$ cat src/kihh_pkg.sv
// kihh_pkg: shared types and constants of the keyed ipv6 host hash block
// depends on nothing; used by the channel interfaces and every module in src

package kihh_pkg;

    // field widths
    localparam int KEY_W   = 8;
    localparam int HASH_W  = 64;
    localparam int ADDR_W  = 128;
    localparam int HALF_W  = 64;
    localparam int PLEN_W  = 7;
    localparam int CIDX_W  = 2;
    localparam int CDATA_W = 64;

    // fnv-1a constants
    localparam logic [HASH_W-1:0] FNV_PRIME = 64'h0000_0100_0000_01b3;
    localparam logic [HASH_W-1:0] SEED_A    = 64'hcbf2_9ce4_8422_2325;
    localparam logic [HASH_W-1:0] SEED_B    = 64'h6c62_272e_07bb_0142;

    // register reset values
    localparam logic [HALF_W-1:0] PREFIX_HIGH_RST   = '0;
    localparam logic [HALF_W-1:0] PREFIX_LOW_RST    = '0;
    localparam logic [PLEN_W-1:0] PREFIX_LENGTH_RST = 7'd64;

    // configuration register indexes
    typedef enum logic [CIDX_W-1:0] {
        REG_PREFIX_HIGH   = 2'd0,
        REG_PREFIX_LOW    = 2'd1,
        REG_PREFIX_LENGTH = 2'd2
    } cfg_reg_t;

    // final hash pair of one key
    typedef struct packed {
        logic [HASH_W-1:0] hash_a;
        logic [HASH_W-1:0] hash_b;
    } hash_pair_t;

    // front to queue
    typedef struct packed {
        logic       push;
        hash_pair_t pair;
    } queue_push_t;

    // queue to back
    typedef struct packed {
        logic       valid;
        hash_pair_t pair;
    } queue_head_t;

endpackage

$ cat src/kihh_key_if.sv
// kihh_key_if: input channel carrying key bytes
// depends on kihh_pkg

interface kihh_key_if;
    logic                       valid;
    logic                       ready;
    logic [kihh_pkg::KEY_W-1:0] key_byte;
    logic                       key_end;

    modport source (output valid, output key_byte, output key_end, input ready);
    modport sink   (input valid, input key_byte, input key_end, output ready);
endinterface

$ cat src/kihh_addr_if.sv
// kihh_addr_if: output channel carrying address halves
// depends on kihh_pkg

interface kihh_addr_if;
    logic                        valid;
    logic                        ready;
    logic [kihh_pkg::HALF_W-1:0] address_half;
    logic                        is_low_half;

    modport source (output valid, output address_half, output is_low_half, input ready);
    modport sink   (input valid, input address_half, input is_low_half, output ready);
endinterface

$ cat src/kihh_cfg_if.sv
// kihh_cfg_if: configuration write channel (register index and data)
// depends on kihh_pkg

interface kihh_cfg_if;
    logic                         valid;
    logic                         ready;
    logic [kihh_pkg::CIDX_W-1:0]  index;
    logic [kihh_pkg::CDATA_W-1:0] data;

    modport source (output valid, output index, output data, input ready);
    modport sink   (input valid, input index, input data, output ready);
endinterface

$ cat src/kihh_hash_front.sv
// kihh_hash_front: accepts key bytes and runs the two fnv-1a hashes
// depends on kihh_pkg and kihh_key_if; pushes finished hash pairs to kihh_queue

module kihh_hash_front
(
    input  logic                  clk,
    input  logic                  rst_n,
    kihh_key_if.sink              key,
    input  logic                  queue_not_full,
    output kihh_pkg::queue_push_t push
);

    logic [kihh_pkg::HASH_W-1:0] hash_a_reg;
    logic [kihh_pkg::HASH_W-1:0] hash_a_next;
    logic [kihh_pkg::HASH_W-1:0] hash_b_reg;
    logic [kihh_pkg::HASH_W-1:0] hash_b_next;
    logic [kihh_pkg::HASH_W-1:0] absorbed_a;
    logic [kihh_pkg::HASH_W-1:0] absorbed_b;
    logic                        accept;

    // xor in the byte, then multiply by the prime 2^40 + 0x1b3 as shift-add
    function automatic logic [kihh_pkg::HASH_W-1:0] fnv_absorb(
        input logic [kihh_pkg::HASH_W-1:0] h,
        input logic [kihh_pkg::KEY_W-1:0]  b
    );
        logic [kihh_pkg::HASH_W-1:0] x;
        x = h ^ {{(kihh_pkg::HASH_W-kihh_pkg::KEY_W){1'b0}}, b};
        return (x << 40) + (x << 8) + (x << 7) + (x << 5) + (x << 4) + (x << 1) + x;
    endfunction

    // a key byte is taken whenever the queue has room for a finished key
    assign key.ready = queue_not_full;
    assign accept    = key.valid && key.ready;

    assign absorbed_a = fnv_absorb(hash_a_reg, key.key_byte);
    assign absorbed_b = fnv_absorb(hash_b_reg, key.key_byte);

    // hand the final hashes to the queue on the last byte
    assign push.push        = accept && key.key_end;
    assign push.pair.hash_a = absorbed_a;
    assign push.pair.hash_b = absorbed_b;

    // next hash state: absorb, or back to seeds after the last byte
    always_comb
    begin
        hash_a_next = hash_a_reg;
        hash_b_next = hash_b_reg;
        if (accept)
        begin
            if (key.key_end)
            begin
                hash_a_next = kihh_pkg::SEED_A;
                hash_b_next = kihh_pkg::SEED_B;
            end
            else
            begin
                hash_a_next = absorbed_a;
                hash_b_next = absorbed_b;
            end
        end
    end

    // hash registers
    always_ff @(posedge clk or negedge rst_n)
    begin
        if (!rst_n)
        begin
            hash_a_reg <= kihh_pkg::SEED_A;
            hash_b_reg <= kihh_pkg::SEED_B;
        end
        else
        begin
            hash_a_reg <= hash_a_next;
            hash_b_reg <= hash_b_next;
        end
    end

    // the hashes restart from their seeds after a key ends
    a_seed_after_end: assert property (@(posedge clk) disable iff (!rst_n)
        (accept && key.key_end) |=>
            (hash_a_reg == kihh_pkg::SEED_A && hash_b_reg == kihh_pkg::SEED_B))
        else $error("hashes not reseeded after key end");

    // no finished key is pushed into a full queue
    a_push_room: assert property (@(posedge clk) disable iff (!rst_n)
        push.push |-> queue_not_full)
        else $error("key finished while queue full");

    // the hashes hold while no byte is taken
    a_hold_idle: assert property (@(posedge clk) disable iff (!rst_n)
        !accept |=> (hash_a_reg == $past(hash_a_reg) && hash_b_reg == $past(hash_b_reg)))
        else $error("hashes changed without a key beat");

endmodule

$ cat src/kihh_queue.sv
// kihh_queue: short fifo of finished hash pairs between front and back
// depends on kihh_pkg

module kihh_queue
#(
    parameter int DEPTH = 4
)
(
    input  logic                  clk,
    input  logic                  rst_n,
    input  kihh_pkg::queue_push_t push,
    input  logic                  pop,
    output kihh_pkg::queue_head_t head,
    output logic                  not_full
);

    localparam int PTR_W = (DEPTH > 1) ? $clog2(DEPTH) : 1;
    localparam int CNT_W = $clog2(DEPTH + 1);

    kihh_pkg::hash_pair_t slots_reg [DEPTH];
    logic [PTR_W-1:0]     wr_ptr_reg;
    logic [PTR_W-1:0]     wr_ptr_next;
    logic [PTR_W-1:0]     rd_ptr_reg;
    logic [PTR_W-1:0]     rd_ptr_next;
    logic [CNT_W-1:0]     count_reg;
    logic [CNT_W-1:0]     count_next;
    logic                 do_push;
    logic                 do_pop;

    function automatic logic [PTR_W-1:0] ptr_inc(input logic [PTR_W-1:0] p);
        return (p == PTR_W'(DEPTH - 1)) ? '0 : p + PTR_W'(1);
    endfunction

    assign not_full   = (count_reg != CNT_W'(DEPTH));
    assign head.valid = (count_reg != '0);
    assign head.pair  = slots_reg[rd_ptr_reg];

    assign do_push = push.push && not_full;
    assign do_pop  = pop && head.valid;

    // pointer and fill count update
    always_comb
    begin
        wr_ptr_next = do_push ? ptr_inc(wr_ptr_reg) : wr_ptr_reg;
        rd_ptr_next = do_pop ? ptr_inc(rd_ptr_reg) : rd_ptr_reg;
        count_next  = count_reg;
        if (do_push && !do_pop)
        begin
            count_next = count_reg + CNT_W'(1);
        end
        else if (do_pop && !do_push)
        begin
            count_next = count_reg - CNT_W'(1);
        end
    end

    // control registers
    always_ff @(posedge clk or negedge rst_n)
    begin
        if (!rst_n)
        begin
            wr_ptr_reg <= '0;
            rd_ptr_reg <= '0;
            count_reg  <= '0;
        end
        else
        begin
            wr_ptr_reg <= wr_ptr_next;
            rd_ptr_reg <= rd_ptr_next;
            count_reg  <= count_next;
        end
    end

    // slot storage, no reset
    always_ff @(posedge clk)
    begin
        if (do_push)
        begin
            slots_reg[wr_ptr_reg] <= push.pair;
        end
    end

    a_count_bound: assert property (@(posedge clk) disable iff (!rst_n)
        count_reg <= CNT_W'(DEPTH))
        else $error("queue count above depth");

    a_no_overflow: assert property (@(posedge clk) disable iff (!rst_n)
        push.push |-> not_full)
        else $error("push into full queue");

    a_no_underflow: assert property (@(posedge clk) disable iff (!rst_n)
        pop |-> head.valid)
        else $error("pop from empty queue");

endmodule

$ cat src/kihh_addr_back.sv
// kihh_addr_back: holds the prefix registers, builds the address and emits two halves
// depends on kihh_pkg, kihh_addr_if and kihh_cfg_if; pops hash pairs from kihh_queue

module kihh_addr_back
(
    input  logic                  clk,
    input  logic                  rst_n,
    input  kihh_pkg::queue_head_t head,
    output logic                  pop,
    kihh_addr_if.source           addr,
    kihh_cfg_if.sink              cfg
);

    logic [kihh_pkg::HALF_W-1:0] prefix_high_reg;
    logic [kihh_pkg::HALF_W-1:0] prefix_low_reg;
    logic [kihh_pkg::PLEN_W-1:0] prefix_length_reg;
    logic                        out_valid_reg;
    logic                        out_valid_next;
    logic                        phase_reg;
    logic                        phase_next;
    logic [kihh_pkg::HALF_W-1:0] out_half_reg;
    logic                        out_low_reg;
    logic [kihh_pkg::ADDR_W-1:0] host_bits;
    logic [kihh_pkg::ADDR_W-1:0] prefix_mask;
    logic [kihh_pkg::ADDR_W-1:0] address;
    logic [kihh_pkg::PLEN_W-1:0] byte_shift;
    logic                        load;
    logic                        cfg_write;

    // host bits: hashes shifted right by whole prefix bytes
    assign byte_shift  = {prefix_length_reg[kihh_pkg::PLEN_W-1:3], 3'b000};
    assign host_bits   = {head.pair.hash_a, head.pair.hash_b} >> byte_shift;
    // top prefix_length bits come from the prefix
    assign prefix_mask = ~({kihh_pkg::ADDR_W{1'b1}} >> prefix_length_reg);
    assign address     = ({prefix_high_reg, prefix_low_reg} & prefix_mask)
                       | (host_bits & ~prefix_mask);

    // load a half when a pair waits and the output register is free or draining
    assign load = head.valid && (!out_valid_reg || addr.ready);
    assign pop  = load && phase_reg;

    assign addr.valid        = out_valid_reg;
    assign addr.address_half = out_half_reg;
    assign addr.is_low_half  = out_low_reg;

    assign cfg.ready = 1'b1;
    assign cfg_write = cfg.valid && cfg.ready;

    // output control
    always_comb
    begin
        out_valid_next = out_valid_reg;
        phase_next     = phase_reg;
        if (load)
        begin
            out_valid_next = 1'b1;
            phase_next     = ~phase_reg;
        end
        else if (addr.ready)
        begin
            out_valid_next = 1'b0;
        end
    end

    // control and configuration registers
    always_ff @(posedge clk or negedge rst_n)
    begin
        if (!rst_n)
        begin
            out_valid_reg     <= 1'b0;
            phase_reg         <= 1'b0;
            prefix_high_reg   <= kihh_pkg::PREFIX_HIGH_RST;
            prefix_low_reg    <= kihh_pkg::PREFIX_LOW_RST;
            prefix_length_reg <= kihh_pkg::PREFIX_LENGTH_RST;
        end
        else
        begin
            out_valid_reg <= out_valid_next;
            phase_reg     <= phase_next;
            if (cfg_write)
            begin
                unique case (cfg.index)
                    kihh_pkg::REG_PREFIX_HIGH:   prefix_high_reg   <= cfg.data;
                    kihh_pkg::REG_PREFIX_LOW:    prefix_low_reg    <= cfg.data;
                    kihh_pkg::REG_PREFIX_LENGTH:
                        prefix_length_reg <= cfg.data[kihh_pkg::PLEN_W-1:0];
                    default: ;
                endcase
            end
        end
    end

    // output payload, no reset
    always_ff @(posedge clk)
    begin
        if (load)
        begin
            out_half_reg <= phase_reg ? address[kihh_pkg::HALF_W-1:0]
                                      : address[kihh_pkg::ADDR_W-1:kihh_pkg::HALF_W];
            out_low_reg  <= phase_reg;
        end
    end

    // the low half follows the upper half right after its beat
    a_low_follows: assert property (@(posedge clk) disable iff (!rst_n)
        (addr.valid && addr.ready && !addr.is_low_half) |=> (addr.valid && addr.is_low_half))
        else $error("low half missing after upper half");

    // a pair leaves the queue only with its low half
    a_pop_on_low: assert property (@(posedge clk) disable iff (!rst_n)
        pop |=> (addr.valid && addr.is_low_half))
        else $error("pair popped without low half");

    a_plen_write: assert property (@(posedge clk) disable iff (!rst_n)
        (cfg_write && cfg.index == kihh_pkg::REG_PREFIX_LENGTH) |=>
            (prefix_length_reg == $past(cfg.data[kihh_pkg::PLEN_W-1:0])))
        else $error("prefix length write lost");

endmodule

$ cat src/keyed_ipv6_host_hash_core.sv
// keyed_ipv6_host_hash_core: top level of the keyed ipv6 host address generator
// depends on kihh_pkg, the channel interfaces, kihh_hash_front, kihh_queue, kihh_addr_back
//
//   channel   dir   beat payload                      accepted when
//   key       in    key_byte[7:0], key_end            key.valid && key.ready
//   addr      out   address_half[63:0], is_low_half   addr.valid && addr.ready
//   cfg       in    index[1:0], data[63:0]            cfg.valid && cfg.ready
//
// one key byte per cycle while the queue has room; both 64-bit hashes update in one
// shift-add step in the front. each key yields two addr beats, upper half then lower half,
// from one output register; addr gives one beat per cycle while a pair waits and addr is ready.
// reset: hashes to their seeds, prefix 0, prefix length 64, queue and output empty.
// stalls: a held addr beat fills the queue; key.ready drops with QUEUE_DEPTH keys pending.
// cfg is always ready; write it only while no key is in flight (not enforced by the block).

module keyed_ipv6_host_hash_core
#(
    parameter int QUEUE_DEPTH = 4
)
(
    input  logic        clk,
    input  logic        rst_n,
    kihh_key_if.sink    key,
    kihh_addr_if.source addr,
    kihh_cfg_if.sink    cfg
);

    kihh_pkg::queue_push_t push;
    kihh_pkg::queue_head_t head;
    logic                  pop;
    logic                  queue_not_full;

    // front: byte intake and hashing
    kihh_hash_front u_front
    (
        .clk            (clk),
        .rst_n          (rst_n),
        .key            (key),
        .queue_not_full (queue_not_full),
        .push           (push)
    );

    // queue of finished hash pairs
    kihh_queue #(
        .DEPTH (QUEUE_DEPTH)
    ) u_queue
    (
        .clk      (clk),
        .rst_n    (rst_n),
        .push     (push),
        .pop      (pop),
        .head     (head),
        .not_full (queue_not_full)
    );

    // back: address build and output beats
    kihh_addr_back u_back
    (
        .clk   (clk),
        .rst_n (rst_n),
        .head  (head),
        .pop   (pop),
        .addr  (addr),
        .cfg   (cfg)
    );

endmodule
$ cat src/flat_wrapper.sv
// flat-port wrapper written by rule: the top's interface ports become plain ports
module keyed_ipv6_host_hash_core_flat 
#(
    parameter int QUEUE_DEPTH = 4
)
  (clk, rst_n, key_valid, key_key_byte, key_key_end, key_ready, addr_valid, addr_address_half, addr_is_low_half, addr_ready, cfg_valid, cfg_index, cfg_data, cfg_ready);
  kihh_key_if key_i ();
  kihh_addr_if addr_i ();
  kihh_cfg_if cfg_i ();
  input  logic clk;
  input  logic rst_n;
  input wire logic [$bits(key_i.valid)-1:0] key_valid;
  input wire logic [$bits(key_i.key_byte)-1:0] key_key_byte;
  input wire logic [$bits(key_i.key_end)-1:0] key_key_end;
  output wire logic [$bits(key_i.ready)-1:0] key_ready;
  output wire logic [$bits(addr_i.valid)-1:0] addr_valid;
  output wire logic [$bits(addr_i.address_half)-1:0] addr_address_half;
  output wire logic [$bits(addr_i.is_low_half)-1:0] addr_is_low_half;
  input wire logic [$bits(addr_i.ready)-1:0] addr_ready;
  input wire logic [$bits(cfg_i.valid)-1:0] cfg_valid;
  input wire logic [$bits(cfg_i.index)-1:0] cfg_index;
  input wire logic [$bits(cfg_i.data)-1:0] cfg_data;
  output wire logic [$bits(cfg_i.ready)-1:0] cfg_ready;
  assign key_i.valid = key_valid;
  assign key_i.key_byte = key_key_byte;
  assign key_i.key_end = key_key_end;
  assign key_ready = key_i.ready;
  assign addr_valid = addr_i.valid;
  assign addr_address_half = addr_i.address_half;
  assign addr_is_low_half = addr_i.is_low_half;
  assign addr_i.ready = addr_ready;
  assign cfg_i.valid = cfg_valid;
  assign cfg_i.index = cfg_index;
  assign cfg_i.data = cfg_data;
  assign cfg_ready = cfg_i.ready;
  keyed_ipv6_host_hash_core #(.QUEUE_DEPTH(QUEUE_DEPTH)) u_core (.clk(clk), .rst_n(rst_n), .key(key_i), .addr(addr_i), .cfg(cfg_i));
endmodule
$ cat config.mk
export PLATFORM = sky130hd
export DESIGN_NAME = keyed_ipv6_host_hash_core_flat
export DESIGN_NICKNAME = d
export VERILOG_FILES = /design/src/kihh_pkg.sv /design/src/kihh_key_if.sv /design/src/kihh_addr_if.sv /design/src/kihh_cfg_if.sv /design/src/kihh_hash_front.sv /design/src/kihh_queue.sv /design/src/kihh_addr_back.sv /design/src/keyed_ipv6_host_hash_core.sv /design/src/flat_wrapper.sv
export SDC_FILE = /design/constraint.sdc
export NUM_CORES = 2
export LEC_CHECK = 0
export BUFFER_PORTS_ARGS = -buffer_cell sky130_fd_sc_hd__buf_4
export CAP_MARGIN = 40
export CORE_ASPECT_RATIO = 1.5
export CORE_UTILIZATION = 32
export CTS_CLUSTER_DIAMETER = 40
export DETAILED_ROUTE_END_ITERATION = 6
export SYNTH_ARGS = -nofsm -noshare
export SYNTH_HDL_FRONTEND = slang
export SYNTH_HIERARCHICAL = 1
export SYNTH_SLANG_ARGS = --single-unit
$ cat constraint.sdc
create_clock -name clk -period 5.3 [get_ports clk]
set_input_delay 0.795 -clock clk [delete_from_list [all_inputs] [get_ports clk]]
set_output_delay 0.795 -clock clk [all_outputs]
set_load 0.02 [all_outputs]
==> impl_metrics.env <==
export IMPL_status="finished, violations left"
export IMPL_violations="negative setup slack"
export IMPL_cp_start_kind="register"
export IMPL_dp_cells=8087
export IMPL_final_cell_mix="buf_4, inv_1, edfxtp_1"
export IMPL_slowest_stage="dfstp_2"
export IMPL_max_cap_violations=0
export IMPL_ys_ff_latch=848
export IMPL_seq_area_frac_synth=0.401
export IMPL_grt_max_degree=106
export IMPL_post_place_ws_ns=-0.707
export IMPL_synthesis_instances=5004
export IMPL_rows=194
export IMPL_slowest_delay_ns=0.59
export IMPL_worst_pin_slew_ns=1.11
export IMPL_synth_area_leader_cell="edfxtp_1"
export IMPL_met2_length_mm=106
export IMPL_critical_path_cell_chain="clkinvlp_4 -> buf_6 -> fa_1 -> inv_2 -> fa_1 -> inv_1 -> fa_1 -> inv_2 -> ha_4 -> ha_4 -> a21oi_4 -> o211ai_1 -> a41o_1 -> o21bai_4 -> a221o_1 -> a31oi_4 -> o31ai_4 -> buf_12 -> a41oi_4 -> xnor2_2"
export IMPL_initial_utilization=0.323
export IMPL_slew_headroom=0.259
export IMPL_wl_per_cell_um=25.0
export IMPL_grt_usage=0.218
export IMPL_yosys_top_cells_area="edfxtp_1, fa_1, dfrtp_1"
export IMPL_crit_buf_inv=6
export IMPL_ant_nets=0
export IMPL_wl_met3_mm=10.7
export IMPL_antenna_found_initial=12
export IMPL_cts_buffers=99
export IMPL_area_delta_synth_final_pct=26.7
export IMPL_ys_flop_type="edfxtp_1"
export IMPL_clk_latency_ns=0.71
export IMPL_worst_setup_path_end_kind="register"
export IMPL_drt_pass1_iterations=6
export IMPL_drive_above_1_share=0.340
export IMPL_arrival_ns=5.82
export IMPL_grt_setup_unrepaired="true"
export IMPL_die_x_um=356
export IMPL_fmax_mhz=185
export IMPL_drt_iter0_drc=3374
export IMPL_grt_pass1_vias=46302
export IMPL_cpMostUsedCell="fa_1"
export IMPL_cts_tree="done"
export IMPL_yosysWarnings=6
export IMPL_worstPathMaxFanout=6
export IMPL_hold_path_class="in -> async"
export IMPL_nets=6618
export IMPL_drc=0
export IMPL_fillers=17355
export IMPL_path_clk_slew_ns=0.07
export IMPL_setup_violations=55
export IMPL_hpwl_mm=161
export IMPL_wl_met1_mm=75.5
export IMPL_stdcell_count=8361
export IMPL_syn_avg_cell_area_um2=12.1
export IMPL_whs_ns=0.0790
export IMPL_routed_wl_mm=209
export IMPL_dieArea_um2=190000
export IMPL_grt_pass1_wl_mm=306
export IMPL_portBuffers=146
export IMPL_clkSinkCount=848
export IMPL_grt_ovfl_total=0
export IMPL_yosysUniqueCellTypes=115
export IMPL_gp_routability_congestion=1.04
export IMPL_synthArstFlopShare=0.320
export IMPL_syn_nets=5801
export IMPL_h_tree_depth=3
export IMPL_clock_skew_ns=0.0439
export IMPL_fin_crit_ns=5.40
export IMPL_die_h_um=534
export IMPL_critPathRequiredTime_ns=5.72
export IMPL_root_buffer="clkbuf_16"
export IMPL_top_layer="met5"
export IMPL_core_area_um2=187000
export IMPL_vias=43815
export IMPL_post_route_period_util=1.02
export IMPL_largest_register_ffs=512
export IMPL_num_io_pins=148
export IMPL_crit_type="reg -> reg"
export IMPL_path_delay_family="adder cells"
export IMPL_synth_edf_count=577
export IMPL_syn_area_um2=60300
export IMPL_clk_path_buf_depth=3
export IMPL_synth_top_area_share=0.287
export IMPL_hold_violations=0
export IMPL_postLayoutSetupSlackWorst_ns=-0.0964
export IMPL_final_common_cell="buf_4"
export IMPL_routed_via_density=5.24
export IMPL_slew_viol_final=0
-- cells in the mapped netlist (10+ instances only) --
master,n
o221ai_1,16
a311oi_1,16
nand2b_1,19
or3_1,15
a211o_1,14
buf_4,22
mux2_2,177
nor2_1,183
nand4_1,38
a21oi_1,256
a221oi_1,14
nor2b_1,22
o31ai_1,10
o211ai_1,36
o21ai_1,12
nor3_1,31
a211oi_1,35
ha_1,227
dfrtp_1,215
mux4_2,191
buf_2,77
mux2i_1,136
a2bb2oi_1,17
a31oi_1,36
xor2_1,63
edfxtp_1,577
fa_1,490
nand3_1,57
or2_2,12
buf_6,25
o21a_1,18
o21bai_1,24
a21o_1,87
o22ai_1,36
and3_1,26
clkbuf_1,118
nand2_1,274
xnor2_1,105
a22o_1,26
and2_1,30
inv_1,804
dfstp_2,56
o21ai_0,175
-- final cells by class --
cell class / count / area, um^2 / share of cell area
flip-flops and latches: 848 / 24200 / 0.317
clock inverters: 69 / 846 / 0.0111
multi-input cells: 3093 / 34400 / 0.450
well taps: 2450 / 3070 / 0.0401
repair buffers: 971 / 8150 / 0.107
diodes: 4 / 10.0 / 0.000131
clock buffers: 118 / 2640 / 0.0346
inverters: 808 / 3090 / 0.0404
-- cell families after synthesis --
| logic type | after synthesis | share of synthesized area |
|---|---|---|
| AND/OR/NAND/NOR | 761 | 0.0598 |
| other | 1 | 0.0000622 |
| flip-flops | 848 | 0.401 |
| XOR/XNOR | 169 | 0.0247 |
| adder cells (fa/ha/maj) | 717 | 0.210 |
| buffers and inverters | 1063 | 0.0728 |
| AO/OA/AOI/OAI | 934 | 0.103 |
| multiplexers | 511 | 0.130 |
-- timing repair --
item	in CTS	in global routing
gates cloned	0	0
hold buffers	0	0
buffers inserted	34	56
resized for setup	169	318
pin swaps	56	155
endpoints found under the setup margin	255	331
-- worst paths after layout --
path | start | endpoint | slack (ns) | cells past startpoint
worst max-delay path | u_core/u_front/hash_a_reg[34] | u_core/u_queue/slots_reg[0][127] | -0.1 | 20
worst min-delay path | rst_n | u_core/u_back/addr.valid | 0.08 | 1
worst max register to register | u_core/u_front/hash_a_reg[34] | u_core/u_queue/slots_reg[0][127] | -0.1 | 20
worst min register to register | u_core/u_front/hash_b_reg[6] | u_core/u_front/hash_b_reg[6] | 0.47 | 2
max in group asynchronous | rst_n | u_core/u_front/hash_b_reg[56] | 3.94 | 2
min in group clk | cfg_data[19] | u_core/u_back/prefix_high_reg[19] | 0.31 | 3
-- routing by layer --
layer	track usage	up-vias
li1	-	19167
met1	0.243	22467
met2	0.384	1579
met3	0.0309	590
met4	0.145	12
met5	0	-
-- metrics by stage --
stage          cell area [um^2]  setup TNS, ns  utilization
5_1_grt                   76400         -14.32        0.409
6_report                  76400          -2.36        0.409
3_5_place_dp              69500        -175.56        0.373
2_1_floorplan             60500              0            -
4_1_cts                   74300         -0.431        0.398
3_3_place_gp              69400        -149.00        0.372
Power is not shown: default switching activity piles up to over one toggle a cycle in this logic, so the estimate is an artifact.
